**config.mk**
```make
export PLATFORM = sky130hd
export DESIGN_NAME = latching_relay_pulse_scheduler
export DESIGN_NICKNAME = d
export VERILOG_FILES = /design/src/design/lrps_pkg.sv /design/src/design/latching_relay_pulse_scheduler.sv
export SDC_FILE = /design/constraint.sdc
export NUM_CORES = 1
export LEC_CHECK = 0
export BUFFER_PORTS_ARGS = -buffer_cell sky130_fd_sc_hd__buf_2
export CORE_UTILIZATION = 55
export CTS_CLUSTER_DIAMETER = 30
export CTS_CLUSTER_SIZE = 8
export DETAILED_ROUTE_END_ITERATION = 16
export PLACE_DENSITY = 0.73
export SLEW_MARGIN = 20
export SYNTH_ARGS = -nofsm -noshare
export SYNTH_HDL_FRONTEND = slang
export SYNTH_SLANG_ARGS = --single-unit
```
**constraint.sdc**
```tcl
create_clock -name i_clk -period 4.05 [get_ports i_clk]
set_input_delay 0.2025 -clock i_clk [delete_from_list [all_inputs] [get_ports i_clk]]
set_output_delay 0.2025 -clock i_clk [all_outputs]
set_load 0.02 [all_outputs]
```
**src/design/lrps_pkg.sv**
```systemverilog
package lrps_pkg;

    localparam int NUM_RELAYS_DEF  = 8;
    localparam int COUNT_WIDTH_DEF = 16;

    localparam int MASK_W  = 8;
    localparam int TICKS_W = 16;
    localparam int APB_AW  = 5;
    localparam int APB_DW  = 32;

    // register index, byte address = 4 * index
    localparam logic [2:0] REG_LATCHING_MASK    = 3'd0;
    localparam logic [2:0] REG_ACTIVE_HIGH_MASK = 3'd1;
    localparam logic [2:0] REG_PULSE_TICKS      = 3'd2;
    localparam logic [2:0] REG_WAIT_TICKS       = 3'd3;
    localparam logic [2:0] REG_ALLOW_OVERLAP    = 3'd4;

    localparam logic [MASK_W-1:0]  RST_LATCHING_MASK    = 8'd0;
    localparam logic [MASK_W-1:0]  RST_ACTIVE_HIGH_MASK = 8'd255;
    localparam logic [TICKS_W-1:0] RST_PULSE_TICKS      = 16'd50;
    localparam logic [TICKS_W-1:0] RST_WAIT_TICKS       = 16'd20;

    localparam logic FUNC_TICK    = 1'b0;
    localparam logic FUNC_COMMAND = 1'b1;

    typedef struct packed {
        logic       func;
        logic [2:0] relay_index;
        logic       on_value;
    } t_in;

    typedef struct packed {
        logic [MASK_W-1:0] on_pins;
        logic [MASK_W-1:0] off_pins;
        logic              pulse_busy;
    } t_out;

    typedef enum logic [1:0] {
        S_IDLE,
        S_CMD,
        S_SCAN,
        S_EMIT
    } t_state;

endpackage

```
**src/design/latching_relay_pulse_scheduler.sv**
```systemverilog
// Relay channel driver with timed pulses for latching (two-coil) relays.
// Input channel (i_in_valid / o_in_ready, payload i_in): a tick beat or a
// command beat that sets one channel on or off. Output channel
// (o_out_valid / i_out_ready, payload o_out): one beat per input beat with
// the on/off pin levels and the busy flag as they stand after that item.
// Write configuration over the APB port only while the block is idle; the block itself does not enforce it.
// The per-channel countdowns live in a synchronous RAM with one read and one
// write port. A tick walks the channels in ascending order, one
// read-modify-write per cycle, with the read of the next channel overlapping
// the write of the current.
// Command: the item passes through S_CMD and then S_EMIT, where its result is
// registered. Tick: the item passes through S_SCAN, which walks every channel,
// then S_EMIT; the length of the channel walk sets how long a tick takes.
// No input beat is taken while one is in work. A stalled receiver holds
// the block in its final step until the held result is taken; the output
// register lets the previous result wait while the next item is worked.
// Reset clears all flags, pins and the busy flag and loads the register
// defaults; the countdown RAM needs no clearing since an entry's value is only
// used once its running flag was set by a load.
module latching_relay_pulse_scheduler #(
    parameter int NUM_RELAYS  = lrps_pkg::NUM_RELAYS_DEF,
    parameter int COUNT_WIDTH = lrps_pkg::COUNT_WIDTH_DEF
) (
    input  logic                        i_clk,
    input  logic                        i_rst_n,
    input  logic                        i_in_valid,
    output logic                        o_in_ready,
    input  lrps_pkg::t_in               i_in,
    output logic                        o_out_valid,
    input  logic                        i_out_ready,
    output lrps_pkg::t_out              o_out,
    input  logic                        psel,
    input  logic                        penable,
    input  logic                        pwrite,
    input  logic [lrps_pkg::APB_AW-1:0] paddr,
    input  logic [lrps_pkg::APB_DW-1:0] pwdata,
    output logic [lrps_pkg::APB_DW-1:0] prdata,
    output logic                        pready
);

    localparam int IW = (NUM_RELAYS > 1) ? $clog2(NUM_RELAYS) : 1;
    localparam int PW = (NUM_RELAYS > lrps_pkg::MASK_W) ? NUM_RELAYS : lrps_pkg::MASK_W;
    localparam int SW = (COUNT_WIDTH > lrps_pkg::TICKS_W) ? COUNT_WIDTH : lrps_pkg::TICKS_W;
    localparam logic [SW-1:0] COUNT_MAX = SW'({COUNT_WIDTH{1'b1}});

    // configuration
    logic [lrps_pkg::MASK_W-1:0]  r_latching_mask;
    logic [lrps_pkg::MASK_W-1:0]  r_active_high_mask;
    logic [lrps_pkg::TICKS_W-1:0] r_pulse_ticks;
    logic [lrps_pkg::TICKS_W-1:0] r_wait_ticks;
    logic                         r_allow_overlap;

    // channel state
    logic [NUM_RELAYS-1:0] r_on,   n_on;
    logic [NUM_RELAYS-1:0] r_off,  n_off;
    logic [NUM_RELAYS-1:0] r_run,  n_run;
    logic [NUM_RELAYS-1:0] r_wait, n_wait;
    logic [NUM_RELAYS-1:0] r_pend, n_pend;
    logic                  r_av,   n_av;
    logic [IW-1:0]         r_ach,  n_ach;

    // countdown RAM
    logic [COUNT_WIDTH-1:0] r_countdown [NUM_RELAYS];
    logic [COUNT_WIDTH-1:0] r_rd_data;
    logic                   rd_en;
    logic [IW-1:0]          rd_addr;
    logic                   mem_we;
    logic [COUNT_WIDTH-1:0] mem_wd;

    lrps_pkg::t_state r_state, n_state;
    lrps_pkg::t_in    r_item;
    lrps_pkg::t_out   r_out;
    logic             r_out_valid;
    logic [IW-1:0]    r_chan;

    logic          in_accept;
    logic          emit_load;
    logic          last_chan;
    logic          cfg_wr;
    logic [2:0]    cfg_idx;
    logic [IW-1:0] cur;
    logic          cmd_ok;
    logic          do_begin;
    logic          do_finish;
    logic [NUM_RELAYS-1:0] cur_bit;
    logic [PW-1:0] on_pad;
    logic [PW-1:0] off_pad;

    function automatic logic [COUNT_WIDTH-1:0] f_sat(input logic [lrps_pkg::TICKS_W-1:0] t);
        logic [SW-1:0] w;
        w = SW'(t);
        if (w > COUNT_MAX) begin
            w = COUNT_MAX;
        end
        return w[COUNT_WIDTH-1:0];
    endfunction

    // ---------------- APB ----------------
    assign pready  = 1'b1;
    assign cfg_idx = paddr[4:2];
    assign cfg_wr  = psel && penable && pwrite;

    always_comb begin
        unique case (cfg_idx)
            lrps_pkg::REG_LATCHING_MASK:    prdata = 32'(r_latching_mask);
            lrps_pkg::REG_ACTIVE_HIGH_MASK: prdata = 32'(r_active_high_mask);
            lrps_pkg::REG_PULSE_TICKS:      prdata = 32'(r_pulse_ticks);
            lrps_pkg::REG_WAIT_TICKS:       prdata = 32'(r_wait_ticks);
            lrps_pkg::REG_ALLOW_OVERLAP:    prdata = 32'(r_allow_overlap);
            default:                        prdata = '0;
        endcase
    end

    always_ff @(posedge i_clk) begin
        if (!i_rst_n) begin
            r_latching_mask    <= lrps_pkg::RST_LATCHING_MASK;
            r_active_high_mask <= lrps_pkg::RST_ACTIVE_HIGH_MASK;
            r_pulse_ticks      <= lrps_pkg::RST_PULSE_TICKS;
            r_wait_ticks       <= lrps_pkg::RST_WAIT_TICKS;
            r_allow_overlap    <= 1'b0;
        end else if (cfg_wr) begin
            unique case (cfg_idx)
                lrps_pkg::REG_LATCHING_MASK:    r_latching_mask    <= pwdata[7:0];
                lrps_pkg::REG_ACTIVE_HIGH_MASK: r_active_high_mask <= pwdata[7:0];
                lrps_pkg::REG_PULSE_TICKS:      r_pulse_ticks      <= pwdata[15:0];
                lrps_pkg::REG_WAIT_TICKS:       r_wait_ticks       <= pwdata[15:0];
                lrps_pkg::REG_ALLOW_OVERLAP:    r_allow_overlap    <= pwdata[0];
                default: ;
            endcase
        end
    end

    // ---------------- control ----------------
    assign in_accept = i_in_valid && o_in_ready;
    assign last_chan = (r_chan == IW'(NUM_RELAYS - 1));

    always_comb begin
        n_state = r_state;
        unique case (r_state)
            lrps_pkg::S_IDLE: begin
                if (in_accept) begin
                    n_state = (i_in.func == lrps_pkg::FUNC_COMMAND) ?
                              lrps_pkg::S_CMD : lrps_pkg::S_SCAN;
                end
            end
            lrps_pkg::S_CMD: n_state = lrps_pkg::S_EMIT;
            lrps_pkg::S_SCAN: begin
                if (last_chan) begin
                    n_state = lrps_pkg::S_EMIT;
                end
            end
            lrps_pkg::S_EMIT: begin
                if (!r_out_valid || i_out_ready) begin
                    n_state = lrps_pkg::S_IDLE;
                end
            end
            default: n_state = lrps_pkg::S_IDLE;
        endcase
    end

    always_comb begin
        o_in_ready = (r_state == lrps_pkg::S_IDLE);
        emit_load  = (r_state == lrps_pkg::S_EMIT) && (!r_out_valid || i_out_ready);
        rd_en      = (in_accept && (i_in.func == lrps_pkg::FUNC_TICK)) ||
                     ((r_state == lrps_pkg::S_SCAN) && !last_chan);
        rd_addr    = (r_state == lrps_pkg::S_SCAN) ? r_chan + IW'(1) : '0;
    end

    always_ff @(posedge i_clk) begin
        if (!i_rst_n) begin
            r_state <= lrps_pkg::S_IDLE;
        end else begin
            r_state <= n_state;
        end
    end

    always_ff @(posedge i_clk) begin
        if (in_accept) begin
            r_item <= i_in;
            r_chan <= '0;
        end else if (r_state == lrps_pkg::S_SCAN) begin
            r_chan <= r_chan + IW'(1);
        end
    end

    // ---------------- channel update ----------------
    assign cur     = (r_state == lrps_pkg::S_CMD) ? IW'(r_item.relay_index) : r_chan;
    assign cur_bit = NUM_RELAYS'(1) << cur;
    assign cmd_ok  = 32'(r_item.relay_index) < 32'(NUM_RELAYS);

    always_comb begin
        n_on      = r_on;
        n_off     = r_off;
        n_run     = r_run;
        n_wait    = r_wait;
        n_pend    = r_pend;
        n_av      = r_av;
        n_ach     = r_ach;
        mem_we    = 1'b0;
        mem_wd    = '0;
        do_begin  = 1'b0;
        do_finish = 1'b0;

        unique case (r_state)
            lrps_pkg::S_CMD: begin
                if (cmd_ok) begin
                    if (!r_latching_mask[r_item.relay_index]) begin
                        if (r_item.on_value) begin
                            n_on = n_on | cur_bit;
                        end else begin
                            n_on = n_on & ~cur_bit;
                        end
                    end else begin
                        do_finish = 1'b1;
                        do_begin  = 1'b1;
                        n_run     = n_run & ~cur_bit;
                        if (r_item.on_value) begin
                            n_pend = n_pend | cur_bit;
                        end else begin
                            n_pend = n_pend & ~cur_bit;
                        end
                    end
                end
            end
            lrps_pkg::S_SCAN: begin
                if (r_run[cur]) begin
                    if (r_rd_data > COUNT_WIDTH'(1)) begin
                        mem_we = 1'b1;
                        mem_wd = r_rd_data - COUNT_WIDTH'(1);
                    end else begin
                        // expired: a waiting channel retries, else the pulse ends
                        n_run = n_run & ~cur_bit;
                        if (r_wait[cur]) begin
                            do_begin = 1'b1;
                        end else begin
                            do_finish = 1'b1;
                        end
                    end
                end
            end
            default: ;
        endcase

        if (do_finish) begin
            n_on  = n_on & ~cur_bit;
            n_off = n_off & ~cur_bit;
            if (n_av && (n_ach == cur)) begin
                n_av = 1'b0;
            end
        end

        if (do_begin) begin
            mem_we = 1'b1;
            n_run  = n_run | cur_bit;
            if (!n_av || r_allow_overlap) begin
                if (n_pend[cur]) begin
                    n_on = n_on | cur_bit;
                end else begin
                    n_off = n_off | cur_bit;
                end
                n_av   = 1'b1;
                n_ach  = cur;
                n_wait = n_wait & ~cur_bit;
                mem_wd = f_sat(r_pulse_ticks);
            end else begin
                n_wait = n_wait | cur_bit;
                mem_wd = f_sat(r_wait_ticks);
            end
        end
    end

    always_ff @(posedge i_clk) begin
        if (!i_rst_n) begin
            r_on   <= '0;
            r_off  <= '0;
            r_run  <= '0;
            r_wait <= '0;
            r_pend <= '0;
            r_av   <= 1'b0;
            r_ach  <= '0;
        end else begin
            r_on   <= n_on;
            r_off  <= n_off;
            r_run  <= n_run;
            r_wait <= n_wait;
            r_pend <= n_pend;
            r_av   <= n_av;
            r_ach  <= n_ach;
        end
    end

    // scan reads channel c+1 while writing channel c, so addresses never collide
    always_ff @(posedge i_clk) begin
        if (mem_we) begin
            r_countdown[cur] <= mem_wd;
        end
        if (rd_en) begin
            r_rd_data <= r_countdown[rd_addr];
        end
    end

    // ---------------- result ----------------
    assign on_pad  = PW'(r_on);
    assign off_pad = PW'(r_off);

    always_ff @(posedge i_clk) begin
        if (!i_rst_n) begin
            r_out_valid <= 1'b0;
        end else if (emit_load) begin
            r_out_valid <= 1'b1;
        end else if (i_out_ready) begin
            r_out_valid <= 1'b0;
        end
    end

    always_ff @(posedge i_clk) begin
        if (emit_load) begin
            r_out.on_pins    <= on_pad[lrps_pkg::MASK_W-1:0] ^ ~r_active_high_mask;
            r_out.off_pins   <= off_pad[lrps_pkg::MASK_W-1:0] ^ ~r_active_high_mask;
            r_out.pulse_busy <= r_av;
        end
    end

    assign o_out_valid = r_out_valid;
    assign o_out       = r_out;

endmodule

```
After elaboration in Yosys (flattened, before gate mapping). Memory sizes are Yosys's and may differ from the RTL's. A register that Yosys moved wholly into a read port is not among the register bits. Index checks and enable logic that the tools add are counted.

Bits of input ports: 49. Memories: 1. Output and inout port bits: 52. Register bits: 120. Word-level logic and storage cells: 145. Memory bits (writable): 128.

Memories: r_countdown (words 8, bits a word 16, rd ports 1, clocked after Yosys merged registers in 1, wr ports 1, RTL line latching_relay_pulse_scheduler.sv:63) `logic [COUNT_WIDTH-1:0] r_countdown [NUM_RELAYS];`.

Multiplexer cells: 64. $add $sub $neg: 2. Shift operators: 1. Bitwise logic cells: 17. Order comparisons: 5. Eq/ne operators: 12. Reduce and logical (&&, ||, !) cells: 23.

Operators by type and width (number): 2-to-1 mux 8 bit (19); 2-to-1 mux 16 bit (7); one-hot mux 16 bit (5 select lines) (1); AND 8 bit (6); OR 8 bit (6); greater-than comparator 16 bit, second input constant (2); 2-to-1 mux 1 bit (23); greater-than comparator 16 x 1 -> 1 bit, second input constant (1); NOT 8 bit (2); one-hot mux 8 bit (2 select lines) (1); subtractor 16 x 1 -> 16 bit, second input constant (1); bitwise XOR 8 bit (2); binary-select mux 1 bit (select 3 bit) (4); AND reduction 2 bit (6); less-than comparator 3 x 4 -> 1 bit, second input constant (2); 2-to-1 mux 2 bit (4); one-hot mux 2 bit (4 select lines) (1); << shifter 1 x 3 -> 8 bit, first input constant (1); logical AND 1 bit (7); == test 3 x 2 -> 1 bit, second input constant (2); == test 3 bit, second input constant (2); 2-to-1 mux 3 bit (2); == test 2 bit, second input constant (2); != test 2 bit, second input constant (2); other kinds (13) (18).

Longest topological paths before layout.
Word-level depth: 14. Mapped depth: 13. Gate-level depth less buffers: 9.

Least setup slack after synthesis. No wires, ideal clock.

Path kind: reg-to-reg. Start point: register r_state[1]. End point: memory r_countdown[6][0] (netlist bit) (enable). Setup slack: 0.685 ns. Period minus slack after synthesis: 3.365 ns. Required time: 3.662 ns. Setup time: 0.388 ns. Cell stages (with the launch flop): 12. Data arrival time: 2.977 ns. Buffers on the path: 2. Cell sequence: dfxtp_1 inv_1 ha_1 buf_6 buf_4 nor2_1 a21oi_1 a2111o_1 a211oi_4 a31o_2 nor2_1 nor2_1.

Word-level cells in the longest chain between the ends: 11. Elaborated cells between the ends (all ways): 16. Classes of those cells: eq/ne: 2; mux: 14.

Ends and longest elaborated chain: from (decl) (RTL line latching_relay_pulse_scheduler.sv:70) `lrps_pkg::t_state r_state, n_state;`; from (signal assigned) (RTL line latching_relay_pulse_scheduler.sv:171) `r_state <= lrps_pkg::S_IDLE;`; from (signal assigned) (RTL line latching_relay_pulse_scheduler.sv:173) `r_state <= n_state;`; == test 2 x 1 -> 1 bit (RTL line latching_relay_pulse_scheduler.sv:187, latching_relay_pulse_scheduler.sv:204); 2-to-1 mux 3 bit (RTL line latching_relay_pulse_scheduler.sv:187) `assign cur = (r_state == lrps_pkg::S_CMD) ? IW'(r_item.relay_index) : r_chan;`; binary-select mux 1 bit (select 3 bit) (RTL line latching_relay_pulse_scheduler.sv:233) `if (r_wait[cur]) begin`; 2-to-1 mux 1 bit (implied by the code) (RTL line latching_relay_pulse_scheduler.sv:233); 2-to-1 mux 1 bit (RTL line latching_relay_pulse_scheduler.sv:233); 2-to-1 mux 1 bit (RTL line latching_relay_pulse_scheduler.sv:227) `if (r_rd_data > COUNT_WIDTH'(1)) begin`; 2-to-1 mux 1 bit (RTL line latching_relay_pulse_scheduler.sv:226) `if (r_run[cur]) begin`; one-hot mux 1 bit (2 select lines) (RTL line latching_relay_pulse_scheduler.sv:204) `unique case (r_state)`; 2-to-1 mux 1 bit (RTL line latching_relay_pulse_scheduler.sv:252) `if (do_begin) begin`; 2-to-1 mux 1 bit (RTL line latching_relay_pulse_scheduler.sv:294) `if (mem_we) begin`; 2-to-1 mux 1 bit (implied by the code) (RTL line latching_relay_pulse_scheduler.sv:295) `r_countdown[cur] <= mem_wd;`; to (decl) (RTL line latching_relay_pulse_scheduler.sv:63).

Parallel ways exist; a longest one is shown, timed or not. The select of a mux whose other input is x is not followed.

Final worst setup path.
Start point: register r_state[1]. End point: memory r_countdown[7][3] (netlist bit) (data pin).

Word-level cells in the longest chain between the ends: 13. Elaborated cells between the ends (all ways): 25. Classes of those cells: eq/ne: 3; mux: 19; reduce/logical: 3.

Ends and longest elaborated chain: == test 2 x 1 -> 1 bit (RTL line latching_relay_pulse_scheduler.sv:187, latching_relay_pulse_scheduler.sv:204); 2-to-1 mux 3 bit (RTL line latching_relay_pulse_scheduler.sv:187); binary-select mux 1 bit (select 3 bit) (RTL line latching_relay_pulse_scheduler.sv:233); 2-to-1 mux 1 bit (implied by the code) (RTL line latching_relay_pulse_scheduler.sv:233); 2-to-1 mux 1 bit (RTL line latching_relay_pulse_scheduler.sv:233); 2-to-1 mux 1 bit (RTL line latching_relay_pulse_scheduler.sv:227); 2-to-1 mux 1 bit (RTL line latching_relay_pulse_scheduler.sv:226); one-hot mux 1 bit (2 select lines) (RTL line latching_relay_pulse_scheduler.sv:204); 2-to-1 mux 1 bit (RTL line latching_relay_pulse_scheduler.sv:244) `if (do_finish) begin`; logical NOT 1 bit (RTL line latching_relay_pulse_scheduler.sv:255) `if (!n_av || r_allow_overlap) begin`; logical OR 1 bit (RTL line latching_relay_pulse_scheduler.sv:255); 2-to-1 mux 16 bit (RTL line latching_relay_pulse_scheduler.sv:255); 2-to-1 mux 16 bit * (RTL line latching_relay_pulse_scheduler.sv:252); via mem_wd[3] (RTL line latching_relay_pulse_scheduler.sv:68) `logic [COUNT_WIDTH-1:0] mem_wd;`.

The timed path passes the listed nets; every way through them passes the cells marked *. The select of a mux whose other input is x is not followed.

==> flow_summary.ini <==
[die]
effective_utilization_at_floorplan_pct = 56.7
chipHeight_um = 150
std_cell_rows = 53
area_of_the_core_um2 = 21200
io_pins = 101
die_width_um = 150
die-area_um2 = 22500

[flow_run]
cap_violations = 0

[sta]
number_of_setup_violations_in_the_final_report = 0
fin_tns_setup_ns = 0
clock.fmax_mhz = 265
tightest_slew_ns = 1.11
relSlewSlack_pct = 25.6
finalMaxSlewViolations = 0
fin_skew_ns = 0.0359
finalHoldViolations = 0
finalCriticalPeriod_ns = 3.78
rsz_0062_raised_after_global_routing = false
fin_crit_sh_pct = 93.2

[clock_tree]
root_buffer = sky130_fd_sc_hd__clkbuf_16
clkTransAtPathRegs_ns = 0.04
postCtsResizedCells = 0
cts.htree.levels = 2
cts-root-to-sink-buffers = 3
cts_buffers = 49
cts_sinks = 264
cts_tree = yes
insertion_delay_to_the_later_sink_of_the_worst_skew_pair_ns = 0.56

[power_and_ir_drop]
powerDensity_nw_per_um2 = 599
peakVddDrop_mv = 0.423
cellInternalPower_w = 0.00619
power_switching_w = 0.00251
share_comb_of_total_power_pct = 18.9
p_clk_share_pct = 44.3
static-leakage-power_nw = 5.18
switching_share_pct = 28.8
power.sequential.fraction_pct = 36.8

[synthesis]
flops_latches_synth = 264
syn-mean-instance-area_um2 = 12.0
dominant_combinational_cell_family_by_area_after_synthesis = multiplexers
synthesis.instances = 1007
xor_and_xnor_fraction_of_the_mapped_netlist_area_pct = 2.26
synth_async_sr_flop_share_pct = 0
post-synth-top-count-cell = sky130_fd_sc_hd__edfxtp_1
synth_simple_gate_area_share_pct = 12.6
synth_compound_area_share_pct = 8.92
synth_cell_types = 71
netlist_top_cells_area = sky130_fd_sc_hd__edfxtp_1, sky130_fd_sc_hd__dfxtp_1, sky130_fd_sc_hd__mux4_2
synth_commonest_cells = sky130_fd_sc_hd__edfxtp_1, sky130_fd_sc_hd__nand2_1, sky130_fd_sc_hd__dfxtp_1
yosys_warnings = 0
synth-edff-count = 165
synthDominantAreaCellType = sky130_fd_sc_hd__edfxtp_1
synth_fa_ha_area_share_pct = 0.832
synth_mux_area_share_pct = 14.1
synth.cell_area_um2 = 12000
synth_sequential_area_ratio_pct = 57.6
synth_ff_type = sky130_fd_sc_hd__edfxtp_1
synth_top_area_share_pct = 41.2

[critical_path]
critPathLaunchType = register
critical_path_peak_fanout = 23
timing.critical_path.to_type = register
critical_path_arrival_ns = 3.99
crit_required_ns = 4.27
crit_type = register to register

[detailed_routing]
vias_per_cell = 6.02
drtPass1Iterations = 6
postRouteAntennaNets = 0
detail_route.wirelength_um = 30700
avgRoutedWirePerCell_um = 21.3
dr_total_vias = 8653
route.detailed.drc = 0
dr.first_iter.drc_count = 744

[run_status]
status = complete, no violations

[global_route]
grt_use_total_pct = 27.8
grt_max_degree = 64
grt_pass1_vias = 8485
grt_pass1_wl_um = 46500
number_of_antenna_violations_at_the_first_check_in_global_routing = 0
grt_remaining_overflow = 0

[finish]
layout_overhead_on_the_synthesized_area_pct = 20.6
layout.cell_area.non_filler_um2 = 14500
antenna_cells_inserted = 0
fillers = 1508
final_layout_size_suffix_gt1_share_pct = 22.3
finish.net_count = 1185

[placement]
placement.cell_area_um2 = 12700
port-buffer-count = 65
gp_routability_congestion = 0.927
dpl.hpwl_um = 19000

[min_path]
hold_crit_path_type = primary input to register
==> through the flow <==
stage,std cells,total power [W],hold WS (ns),setup WS (ns),utilization [%]
finish,1438,0.00869,0.0814,0.275,68.4
detailed placement,1331,0.00483,0.382,0.261,59.9
floorplan,1022,0.00434,0.301,0.685,-
global route,1438,0.00899,0.136,0.0852,68.4
global placement,1331,0.00481,0.391,0.345,59.9
CTS,1438,0.00871,0.0643,0.295,68.4
==> cell families (layout without fill, tap and decap cells) <==
| kind of cell | after synthesis | in the layout |
|---|---|---|
| other cells | 2 | 17 |
| compound gates | 170 | 170 |
| flops | 264 | 264 |
| xor+xnor | 31 | 31 |
| fa+ha+maj | 8 | 8 |
| simple gates | 329 | 329 |
| buf+inv | 88 | 229 |
| mux | 115 | 115 |
==> per-layer routing <==
metal  track usage [%]  share of wire (%)  up-vias  wire, um
met5                 0                  0        -         0
met4              12.2                3.5        0      1070
met3              4.88                7.2       90      2200
met2              46.4                 50      399     15300
met1              35.5                 40     4214     12200
li1                  -                  -     3950         -
==> what timing repair did <==
action	4_1_cts	5_1_grt
hold buffers	21	0
buffers inserted	0	0
hold endpoints to repair	54	0
==> path summary, 6_finish.rpt <==
kind	startpoint	cells after the start	slack [ns]	endpoint
max	r_state[1]$_SDFFE_PN0P_	11	0.27	r_countdown[7][3]$_DFFE_PP_
min	i_in[4]	5	0.08	r_state[0]$_SDFFE_PN0P_
max reg2reg	r_state[1]$_SDFFE_PN0P_	11	0.27	r_countdown[7][3]$_DFFE_PP_
min reg2reg	r_run[4]$_SDFF_PN0_	2	0.47	r_run[4]$_SDFF_PN0_
==> cells in the final DEF (no fill, tap or decap), drive strengths merged, types with 3 or more instances in the layout <==
master	Yosys	final
or2	6	6
edfxtp	165	165
a31oi	5	5
buf	35	106
conb	2	17
nand2b	8	8
o22ai	11	11
nor2b	14	14
o311ai	8	8
clkinvlp	0	5
nor4	3	3
nand3	51	51
nand4	6	6
o32ai	7	7
nand2	143	143
o211ai	7	7
nor3b	3	3
or3	3	3
nor3	10	10
xor2	10	10
dlygate4sd3	0	21
xnor2	21	21
ha	8	8
a21oi	65	65
inv	15	16
mux4	41	41
mux2	20	20
mux2i	54	54
dfxtp	99	99
nor2	61	61
o21ai	44	44
clkinv	1	14
and2	6	6
nand3b	7	7
clkbuf	37	65
==> state kept, by name, indices dropped and copies added (netlist names), named ones only <==
register / flops
o_out_valid: 1
r_pend: 8
r_latching_mask: 8
r_active_high_mask: 8
r_ach: 3
r_allow_overlap: 1
r_pulse_ticks: 16
r_state: 2
r_wait_ticks: 16
o_out: 17
off_pad: 8
r_chan: 3
r_item: 4
r_run: 8
r_countdown: 128
on_pad: 8
r_av: 1
r_rd_data: 16
==> power by group through the flow <==
stage	sequential, W	clock [W]	combinational (W)
final	0.00320	0.00385	0.00164
after detailed placement	0.00324	0	0.00159
after global placement	0.00324	0	0.00157
after global routing	0.00321	0.00401	0.00176
after CTS	0.00320	0.00389	0.00163
after floorplan	0.00318	0	0.00115
==> critical path, cell delays in order, from the launching register on <==
cell,delay [ns]
sky130_fd_sc_hd__dfxtp_1,0.36
sky130_fd_sc_hd__inv_1,0.07
sky130_fd_sc_hd__ha_1,0.39
sky130_fd_sc_hd__buf_4,0.26
sky130_fd_sc_hd__nand3_1,0.08
sky130_fd_sc_hd__o21ai_1,0.10
sky130_fd_sc_hd__a2111o_1,0.52
sky130_fd_sc_hd__a211oi_4,0.38
sky130_fd_sc_hd__a31oi_2,0.17
sky130_fd_sc_hd__buf_12,0.20
sky130_fd_sc_hd__mux2i_1,0.13
sky130_fd_sc_hd__o21ai_0,0.78
==> final cells by class <==
type	instances	area (um^2)	area share, %
clock inverter	21	233	1.60
inverter	16	60.1	0.414
sequential	264	6940	47.8
tap	275	344	2.37
timing repair buffer	127	856	5.90
multi-input combinational	670	4720	32.5
clock buffer	65	1370	9.42
(Power assumes the default switching activity.)
